### src/sv/sbrp_pkg.sv
// Shared types and constants of the STUN binding response parser.
// No dependencies; every other file imports this package.
package sbrp_pkg;

  // Status codes of one result item
  localparam logic [2:0] ST_OK        = 3'd0;
  localparam logic [2:0] ST_WRONG_TYPE = 3'd1;
  localparam logic [2:0] ST_NO_MAPPED = 3'd2;
  localparam logic [2:0] ST_BAD_FAMILY = 3'd3;
  localparam logic [2:0] ST_TRUNCATED = 3'd4;

  // Configuration register indexes
  localparam logic [1:0] CFG_RESPONSE_TYPE = 2'd0;
  localparam logic [1:0] CFG_MAPPED_TYPE   = 2'd1;
  localparam logic [1:0] CFG_ID_LENGTH     = 2'd2;

  // Address families
  localparam logic [15:0] FAMILY_IPV4 = 16'd1;
  localparam logic [15:0] FAMILY_IPV6 = 16'd2;

  // Longest transaction id that is skipped
  localparam logic [4:0] ID_LENGTH_MAX = 5'd16;

  typedef struct packed {
    logic [7:0] data_byte;
    logic       last_byte;
  } in_item_t;

  typedef struct packed {
    logic [15:0] response_type;
    logic [15:0] mapped_type;
    logic [4:0]  id_length;
  } cfg_t;

  typedef struct packed {
    logic [2:0]  status;
    logic        is_ipv6;
    logic [15:0] mapped_port;
    logic [63:0] addr_high;
    logic [63:0] addr_low;
  } result_t;

endpackage

### src/sv/sbrp_in_reg.sv
// Input register of the STUN binding response parser.
// Depends on sbrp_pkg for the input item type.
module sbrp_in_reg (
  input  logic              clk,
  input  logic              rst_n,
  input  logic              in_valid,
  output logic              in_ready,
  input  sbrp_pkg::in_item_t in_item,
  input  logic              out_free,
  output logic              take,
  output sbrp_pkg::in_item_t item
);
  import sbrp_pkg::*;

  logic     valid_r;
  in_item_t item_r;
  logic     adv;

  // A held item moves on unless it closes a datagram and the result slot is full
  assign adv      = valid_r && (!item_r.last_byte || out_free);
  assign in_ready = !valid_r || adv;
  assign take     = adv;
  assign item     = item_r;

  // Hold the item until the parser takes it
  always_ff @(posedge clk) begin
    if (!rst_n) begin
      valid_r <= 1'b0;
    end else if (in_ready) begin
      valid_r <= in_valid;
    end
  end

  always_ff @(posedge clk) begin
    if (in_ready && in_valid) begin
      item_r <= in_item;
    end
  end

endmodule

### src/sv/sbrp_parser.sv
// Byte-wise parse state of the STUN binding response parser and the
// result it forms on the final byte. Depends on sbrp_pkg.
module sbrp_parser #(
  parameter int MAX_DATAGRAM_BYTES = 256
) (
  input  logic               clk,
  input  logic               rst_n,
  input  logic               take,
  input  sbrp_pkg::in_item_t item,
  input  sbrp_pkg::cfg_t     cfg,
  output logic               res_valid,
  output sbrp_pkg::result_t  res
);
  import sbrp_pkg::*;

  localparam int POS_W = $clog2(MAX_DATAGRAM_BYTES + 1);
  localparam logic [POS_W-1:0] POS_MAX = POS_W'(MAX_DATAGRAM_BYTES);

  localparam logic [2:0] PH_HEADER   = 3'd0;
  localparam logic [2:0] PH_ID       = 3'd1;
  localparam logic [2:0] PH_ATTR_HDR = 3'd2;
  localparam logic [2:0] PH_VALUE    = 3'd3;
  localparam logic [2:0] PH_MAPPED   = 3'd4;
  localparam logic [2:0] PH_SKIP     = 3'd5;

  logic [POS_W-1:0] pos_r, pos_nxt;
  logic [2:0]       phase_r, phase_nxt;
  logic [15:0]      hdr_r, hdr_nxt;
  logic [15:0]      rem_r, rem_nxt;
  logic [4:0]       vi_r, vi_nxt;
  logic             found_r, found_nxt;
  logic [15:0]      fam_r, fam_nxt;
  logic [15:0]      port_r, port_nxt;
  logic [63:0]      a0_r, a0_nxt;
  logic [63:0]      a1_r, a1_nxt;
  logic [2:0]       err_r, err_nxt;

  logic [4:0] idlen;
  logic [4:0] vi_inc;
  logic       close;
  logic [2:0] status;
  logic [7:0] b;

  assign b      = item.data_byte;
  assign idlen  = (cfg.id_length > ID_LENGTH_MAX) ? ID_LENGTH_MAX : cfg.id_length;
  assign vi_inc = vi_r + 5'd1;

  // Advance the parse by one byte, then form the result on the final byte
  always_comb begin
    pos_nxt   = pos_r;
    phase_nxt = phase_r;
    hdr_nxt   = hdr_r;
    rem_nxt   = rem_r;
    vi_nxt    = vi_r;
    found_nxt = found_r;
    fam_nxt   = fam_r;
    port_nxt  = port_r;
    a0_nxt    = a0_r;
    a1_nxt    = a1_r;
    err_nxt   = err_r;
    close     = 1'b0;
    status    = ST_OK;
    res       = '0;
    res_valid = take && item.last_byte;

    // Bytes past the receive buffer are dropped
    if (take && (pos_r < POS_MAX)) begin
      pos_nxt = pos_r + POS_W'(1);
      unique case (phase_r)
        PH_HEADER: begin
          if (pos_r < POS_W'(2)) begin
            hdr_nxt = {hdr_r[7:0], b};
          end
          if (pos_r == POS_W'(3)) begin
            if (hdr_r != cfg.response_type) begin
              phase_nxt = PH_SKIP;
            end else if (idlen == 5'd0) begin
              phase_nxt = PH_ATTR_HDR;
            end else begin
              phase_nxt = PH_ID;
            end
            vi_nxt = 5'd0;
          end
        end
        PH_ID: begin
          if (vi_inc >= idlen) begin
            phase_nxt = PH_ATTR_HDR;
            vi_nxt    = 5'd0;
          end else begin
            vi_nxt = vi_inc;
          end
        end
        PH_ATTR_HDR: begin
          if (vi_r < 5'd2) begin
            hdr_nxt = {hdr_r[7:0], b};
          end else begin
            rem_nxt = {rem_r[7:0], b};
          end
          vi_nxt = vi_inc;
          if (vi_r == 5'd3) begin
            vi_nxt = 5'd0;
            if (!found_r && (hdr_nxt == cfg.mapped_type)) begin
              found_nxt = 1'b1;
              fam_nxt   = '0;
              port_nxt  = '0;
              a0_nxt    = '0;
              a1_nxt    = '0;
              phase_nxt = PH_MAPPED;
              close     = (rem_nxt == 16'd0);
            end else if (rem_nxt != 16'd0) begin
              phase_nxt = PH_VALUE;
            end
          end
        end
        PH_VALUE: begin
          rem_nxt = rem_r - 16'd1;
          if (rem_nxt == 16'd0) begin
            phase_nxt = PH_ATTR_HDR;
            vi_nxt    = 5'd0;
          end
        end
        PH_MAPPED: begin
          if (vi_r < 5'd20) begin
            if (vi_r < 5'd2) begin
              fam_nxt = {fam_r[7:0], b};
            end else if (vi_r < 5'd4) begin
              port_nxt = {port_r[7:0], b};
            end else if (vi_r < 5'd12) begin
              a0_nxt = {a0_r[55:0], b};
            end else begin
              a1_nxt = {a1_r[55:0], b};
            end
            vi_nxt = vi_inc;
          end
          rem_nxt = rem_r - 16'd1;
          close   = (rem_nxt == 16'd0);
        end
        default: begin
        end
      endcase

      // Close the mapped attribute: check its length against its family
      if (close) begin
        if (vi_nxt < 5'd2) begin
          err_nxt = ST_TRUNCATED;
        end else if (fam_nxt == FAMILY_IPV4) begin
          err_nxt = (vi_nxt >= 5'd8) ? ST_OK : ST_TRUNCATED;
        end else if (fam_nxt == FAMILY_IPV6) begin
          err_nxt = (vi_nxt >= 5'd20) ? ST_OK : ST_TRUNCATED;
        end else begin
          err_nxt = ST_BAD_FAMILY;
        end
        phase_nxt = PH_ATTR_HDR;
        vi_nxt    = 5'd0;
      end
    end

    // Status from the state after this byte
    if (phase_nxt == PH_HEADER) begin
      status = ST_TRUNCATED;
    end else if (phase_nxt == PH_SKIP) begin
      status = ST_WRONG_TYPE;
    end else if ((phase_nxt != PH_ATTR_HDR) || (vi_nxt != 5'd0)) begin
      status = ST_TRUNCATED;
    end else if (!found_nxt) begin
      status = ST_NO_MAPPED;
    end else begin
      status = err_nxt;
    end

    res.status = status;
    if (status == ST_OK) begin
      res.mapped_port = port_nxt;
      if (fam_nxt == FAMILY_IPV6) begin
        res.is_ipv6   = 1'b1;
        res.addr_high = a0_nxt;
        res.addr_low  = a1_nxt;
      end else begin
        res.addr_low = {32'd0, a0_nxt[31:0]};
      end
    end

    // Return to the header phase after the final byte
    if (res_valid) begin
      pos_nxt   = '0;
      phase_nxt = PH_HEADER;
      vi_nxt    = 5'd0;
      found_nxt = 1'b0;
      err_nxt   = ST_OK;
    end
  end

  always_ff @(posedge clk) begin
    if (!rst_n) begin
      pos_r   <= '0;
      phase_r <= PH_HEADER;
      vi_r    <= 5'd0;
      found_r <= 1'b0;
      err_r   <= ST_OK;
    end else begin
      pos_r   <= pos_nxt;
      phase_r <= phase_nxt;
      vi_r    <= vi_nxt;
      found_r <= found_nxt;
      err_r   <= err_nxt;
    end
  end

  // Field registers are always written before they are read
  always_ff @(posedge clk) begin
    hdr_r  <= hdr_nxt;
    rem_r  <= rem_nxt;
    fam_r  <= fam_nxt;
    port_r <= port_nxt;
    a0_r   <= a0_nxt;
    a1_r   <= a1_nxt;
  end

endmodule

### src/sv/sbrp_out_reg.sv
// Result register of the STUN binding response parser.
// Depends on sbrp_pkg for the result type.
module sbrp_out_reg (
  input  logic              clk,
  input  logic              rst_n,
  input  logic              load,
  input  sbrp_pkg::result_t res,
  output logic              out_free,
  output logic              out_valid,
  input  logic              out_ready,
  output sbrp_pkg::result_t out_res
);
  import sbrp_pkg::*;

  logic    valid_r;
  result_t res_r;

  assign out_free  = !valid_r || out_ready;
  assign out_valid = valid_r;
  assign out_res   = res_r;

  // Hold the item until the consumer takes it
  always_ff @(posedge clk) begin
    if (!rst_n) begin
      valid_r <= 1'b0;
    end else if (load) begin
      valid_r <= 1'b1;
    end else if (out_ready) begin
      valid_r <= 1'b0;
    end
  end

  always_ff @(posedge clk) begin
    if (load) begin
      res_r <= res;
    end
  end

endmodule

### src/sv/stun_binding_response_parser.sv
// Top level of the STUN binding response parser: configuration registers,
// input register, parser and result register. Depends on sbrp_pkg.
//
//   channel  direction  handshake             payload
//   in       input      in_valid / in_ready   in_data_byte, in_last_byte
//   out      output     out_valid / out_ready status, port, address fields
//   cfg      input      cfg_valid / cfg_ready cfg_index, cfg_data
//
// One byte per cycle while no final byte waits on a full result register; a final
// byte's result is offered once it has passed the input and result registers.
// Synchronous active-low reset restores the register defaults and the header phase.
// Only a final byte waits for a full result register; while it waits the input stalls.
// Configuration writes are taken in every cycle.
module stun_binding_response_parser #(
  parameter int MAX_DATAGRAM_BYTES = 256
) (
  input  logic        clk,
  input  logic        rst_n,
  input  logic        in_valid,
  output logic        in_ready,
  input  logic [7:0]  in_data_byte,
  input  logic        in_last_byte,
  output logic        out_valid,
  input  logic        out_ready,
  output logic [2:0]  out_status,
  output logic        out_is_ipv6,
  output logic [15:0] out_mapped_port,
  output logic [63:0] out_addr_high,
  output logic [63:0] out_addr_low,
  input  logic        cfg_valid,
  output logic        cfg_ready,
  input  logic [1:0]  cfg_index,
  input  logic [15:0] cfg_data
);
  import sbrp_pkg::*;

  cfg_t     cfg_r;
  in_item_t in_item;
  in_item_t item;
  logic     take;
  logic     out_free;
  logic     res_valid;
  result_t  res;
  result_t  out_res;

  assign cfg_ready = 1'b1;
  assign in_item   = '{data_byte: in_data_byte, last_byte: in_last_byte};

  // Write configuration registers; unknown indexes are dropped
  always_ff @(posedge clk) begin
    if (!rst_n) begin
      cfg_r.response_type <= 16'h0101;
      cfg_r.mapped_type   <= 16'd1;
      cfg_r.id_length     <= ID_LENGTH_MAX;
    end else if (cfg_valid) begin
      unique case (cfg_index)
        CFG_RESPONSE_TYPE: cfg_r.response_type <= cfg_data;
        CFG_MAPPED_TYPE:   cfg_r.mapped_type   <= cfg_data;
        CFG_ID_LENGTH:     cfg_r.id_length     <= cfg_data[4:0];
        default: begin
        end
      endcase
    end
  end

  sbrp_in_reg u_in_reg (
    .clk      (clk),
    .rst_n    (rst_n),
    .in_valid (in_valid),
    .in_ready (in_ready),
    .in_item  (in_item),
    .out_free (out_free),
    .take     (take),
    .item     (item)
  );

  sbrp_parser #(
    .MAX_DATAGRAM_BYTES (MAX_DATAGRAM_BYTES)
  ) u_parser (
    .clk       (clk),
    .rst_n     (rst_n),
    .take      (take),
    .item      (item),
    .cfg       (cfg_r),
    .res_valid (res_valid),
    .res       (res)
  );

  sbrp_out_reg u_out_reg (
    .clk       (clk),
    .rst_n     (rst_n),
    .load      (res_valid),
    .res       (res),
    .out_free  (out_free),
    .out_valid (out_valid),
    .out_ready (out_ready),
    .out_res   (out_res)
  );

  assign out_status      = out_res.status;
  assign out_is_ipv6     = out_res.is_ipv6;
  assign out_mapped_port = out_res.mapped_port;
  assign out_addr_high   = out_res.addr_high;
  assign out_addr_low    = out_res.addr_low;

endmodule
### config.mk
export PLATFORM = sky130hd
export DESIGN_NAME = stun_binding_response_parser
export DESIGN_NICKNAME = d
export VERILOG_FILES = /design/src/sv/sbrp_pkg.sv /design/src/sv/sbrp_in_reg.sv /design/src/sv/sbrp_parser.sv /design/src/sv/sbrp_out_reg.sv /design/src/sv/stun_binding_response_parser.sv
export SDC_FILE = /design/constraint.sdc
export NUM_CORES = 1
export LEC_CHECK = 0
export ABC_AREA = 0
export BUFFER_PORTS_ARGS = -buffer_cell sky130_fd_sc_hd__buf_2
export CORE_UTILIZATION = 25
export CTS_CLUSTER_DIAMETER = 50
export CTS_CLUSTER_SIZE = 8
export DETAILED_ROUTE_END_ITERATION = 12
export REMOVE_ABC_BUFFERS = 1
export SYNTH_ARGS = -nofsm -noshare
export SYNTH_HDL_FRONTEND = slang
export SYNTH_SLANG_ARGS = --single-unit
### constraint.sdc
create_clock -name clk -period 12.7 [get_ports clk]
set_input_delay 0.635 -clock clk [delete_from_list [all_inputs] [get_ports clk]]
set_output_delay 0.635 -clock clk [all_outputs]
set_load 0.005 [all_outputs]
==> metrics.json <==
{
  "run_status": {
    "status": "complete, no violations"
  },
  "sta": {
    "worstMarginPinSlew_ns": 1.25,
    "postLayoutSetupSlackWorst_ns": 6.30,
    "achievable-frequency_mhz": 156,
    "layout_min_cycle_time_ns": 6.40,
    "drv_slew": 0,
    "post-route-period-util": 0.504,
    "max-slew-margin-rel": 0.164,
    "setup_violations": 0,
    "number_of_endpoints_with_negative_hold_slack_in_the_final_report": 0,
    "grt_setup_unrepaired": "no",
    "final.setup_skew_ns": 0.0262
  },
  "synth": {
    "async_flop_share": 0,
    "edff_count_synth": 189,
    "postSynthAreaPerCell_sq_um": 10.1,
    "synth-seq-area-share": 0.516,
    "netlist-cell-type-count": 82,
    "post_synth_inst_count": 1932,
    "synth-seq-cells": 409,
    "mappedNetlistArea_sq_mm": 0.0195,
    "dominantRegCellSynth": "sky130_fd_sc_hd__dfxtp_1",
    "yosysWarnings": 0
  },
  "power_and_ir_drop": {
    "max-vdd-ir-drop_uv": 76.2,
    "totalPowerFinal_mw": 3.39,
    "power.static_leakage_nw": 8.13,
    "powerDensity_mw_per_mm2": 144
  },
  "drt": {
    "via_to_cell_ratio": 4.96,
    "drt-total-wl_mm": 57.0,
    "drt_pass1_iterations": 5,
    "route.antenna.remaining_nets": 0,
    "detail_route.wl_per_cell_microns": 18.1,
    "drt-initial-drc-count": 1538,
    "drt_drc_violations_left": 0,
    "via_count": 15600
  },
  "min_path": {
    "hold_crit_path_type": "input pin to register",
    "hold_path.startpoint": "in_data_byte[0]"
  },
  "clock_network": {
    "clkTransAtPathRegs_ns": 0.05,
    "cts_setup_buffers": 0,
    "numCtsBuffers": 70,
    "insertion_delay_ns": 0.60,
    "tritoncts": "done",
    "cts_htree_levels": 3,
    "cts.root.buffer_cell": "sky130_fd_sc_hd__clkbuf_16",
    "cts.repair.resized": 0,
    "clock_sink_count": 409,
    "cts_max_path_buffers": 3,
    "hold_buffers": 0
  },
  "floorplan": {
    "design.die.area_sq_mm": 0.0793,
    "io_pins": 183,
    "die_x_microns": 282,
    "design.core.area_sq_mm": 0.0775,
    "die-height_microns": 282,
    "placementRows": 102,
    "floorplan.initialDensity": 0.252
  },
  "worst_setup_path": {
    "crit_path_start": "u_parser.vi_r[4]",
    "path_max_fanout": 55,
    "setup.worst_path.end_class": "register",
    "startpoint_type": "register",
    "timing_worst_setup_path_type": "register to register",
    "max_stage_delay_ns": 1.11,
    "critPathArrivalTime_ns": 6.81,
    "cp_slowest_cell": "sky130_fd_sc_hd__and4b_1",
    "required_ns": 13.12,
    "cp_common_cell": "sky130_fd_sc_hd__buf_4",
    "crit_chain": "or4_4, or4_1, a21oi_1, and4b_1, o32a_1, nand4_1, buf_4, nor2_1, nand4b_4, buf_4, nor3b_1",
    "regToRegStartpoint": "u_parser.vi_r[4]"
  },
  "flow_run": {
    "max_cap_violations": 0
  },
  "grt": {
    "grt_start_max_net_pins": 104,
    "grt_util_all_layers": 0.141,
    "first_global_vias": 14400,
    "grt_antenna_before_repair": 2,
    "grt_overflow": 0,
    "grt_pass1_wl_mm": 87.3
  },
  "finish": {
    "sequential_cell_area_sq_mm": 0.0101,
    "drive_above_1_share": 0.189,
    "synthToLayoutAreaGrowth_pct": 20.8,
    "filler_cell_count": 8048,
    "multi_input_area_sq_mm": 0.00877,
    "nets": 2093
  },
  "place": {
    "io_buffers": 181,
    "gp_routability_congestion": 0.867,
    "pre_cts_slack_ns": 6.31,
    "detailed_placement_wirelength_estimate_mm": 35.8
  }
}
-- cells by family after synthesis --
logic type,synth area share
simple gates,0.192
compound gates,0.204
flops,0.516
buf+inv,0.0410
mux,0.0257
xor+xnor,0.0157
fa+ha+maj,0.00576
other cells,0.000192
-- flip-flops by register name (all words and copies together), names as in the netlist --
register,flops
u_out_reg.out_valid,1
u_parser.err_r,3
cfg_r,37
u_parser.hdr_r,16
u_parser.a1_r,64
u_parser.port_r,16
u_parser.a0_r,64
u_in_reg.item,9
u_parser.phase_r,3
u_parser.pos_r,9
u_parser.rem_r,16
u_out_reg.out_res,148
u_parser.found_r,1
u_parser.fam_r,16
u_in_reg.valid_r,1
u_parser.vi_r,5
-- report_power, final --
part | leakage, nW | internal (mW) | switching (mW)
clock | 1.10 | 1.16 | 0.663
sequential | 3.35 | 1.41 | 0.0288
combinational | 3.68 | 0.0462 | 0.0827
-- layout by cell type (no fill, tap or decap), drive strengths merged, types with 56 or more instances in the layout --
master,count
nor2,82
edfxtp,189
buf,205
a2bb2oi,56
dfxtp,220
a22o,97
nand2,264
nor3b,118
o21ai,215
clkbuf,105
-- path summary, 6_finish.rpt --
path	to	slack [ns]	depth (start not counted)
setup / recovery	u_out_reg.out_res[59]	6.30	11
hold / removal	u_in_reg.item[1]	0.22	1
setup reg to reg	u_out_reg.out_res[59]	6.30	11
hold reg to reg	u_parser.port_r[9]	0.47	1
-- through the flow --
stage	utilization	cell area, sq um	instances	hold WS, ns	TNS, ns
2_1_floorplan	-	18900	1775	0.441	-416.66
3_3_place_gp	0.276	21300	3020	0.459	0
3_5_place_dp	0.276	21300	3020	0.460	0
4_1_cts	0.305	23600	3146	0.182	0
5_1_grt	0.305	23600	3146	0.183	0
6_report	0.305	23600	3147	0.215	0
-- final cells by class --
cell class,count,share of cell area
Clock inverter,21,0.0120
Inverter,28,0.00445
Multi-Input combinational cell,1338,0.372
Sequential cell,409,0.427
Timing Repair Buffer,205,0.0460
Antenna cell,1,0.000106
Tap cell,1040,0.0551
Clock buffer,105,0.0837
-- critical path, delay by kind of cell (launching register included) --
| family | cells | cell delay, ns |
|---|---|---|
| AOI/OAI and AO/OA | 2 | 0.68 |
| buffers and inverters | 2 | 0.99 |
| DFF | 1 | 0.55 |
| and+or+nand+nor | 7 | 3.87 |
-- metal layers --
metal | track usage | share of wire | vias up
li1 | - | - | 7449
met1 | 0.194 | 0.46 | 7546
met2 | 0.220 | 0.45 | 504
met3 | 0.0311 | 0.062 | 101
met4 | 0.0383 | 0.021 | 2
met5 | 0 | 0.00023 | -
-- cell usage after synthesis (all sizes together), types with 5 or more instances --
| cell type | instances | area, sq um |
|---|---|---|
| xor2 | 29 | 254 |
| inv | 28 | 105 |
| a21boi | 35 | 263 |
| buf | 42 | 264 |
| nand3b | 7 | 56.3 |
| nand2b | 16 | 100 |
| o22ai | 8 | 50.1 |
| nor2 | 82 | 308 |
| a22oi | 6 | 45.0 |
| o21ai | 215 | 1080 |
| mux2i | 40 | 400 |
| dfxtp | 220 | 4400 |
| a31o | 6 | 52.6 |
| nor4 | 19 | 179 |
| a21o | 6 | 45.0 |
| ha | 9 | 113 |
| nand4 | 15 | 93.8 |
| mux2 | 9 | 101 |
| a2bb2oi | 56 | 490 |
| and3 | 5 | 31.3 |
| xnor2 | 6 | 52.6 |
| or3 | 8 | 50.1 |
| nand2 | 264 | 991 |
| o221ai | 5 | 43.8 |
| a21oi | 48 | 240 |
| o2bb2ai | 32 | 280 |
| nand4b | 10 | 103 |
| nor3 | 53 | 365 |
| or4 | 6 | 48.8 |
| o211ai | 6 | 45.0 |
| clkbuf | 115 | 432 |
| a211oi | 5 | 37.5 |
| nand3 | 22 | 110 |
| a31oi | 13 | 87.6 |
| edfxtp | 189 | 5680 |
| nor3b | 118 | 1040 |
| a22o | 97 | 850 |
| nor2b | 25 | 156 |
Note: power is estimated with default switching activity, not from simulation.
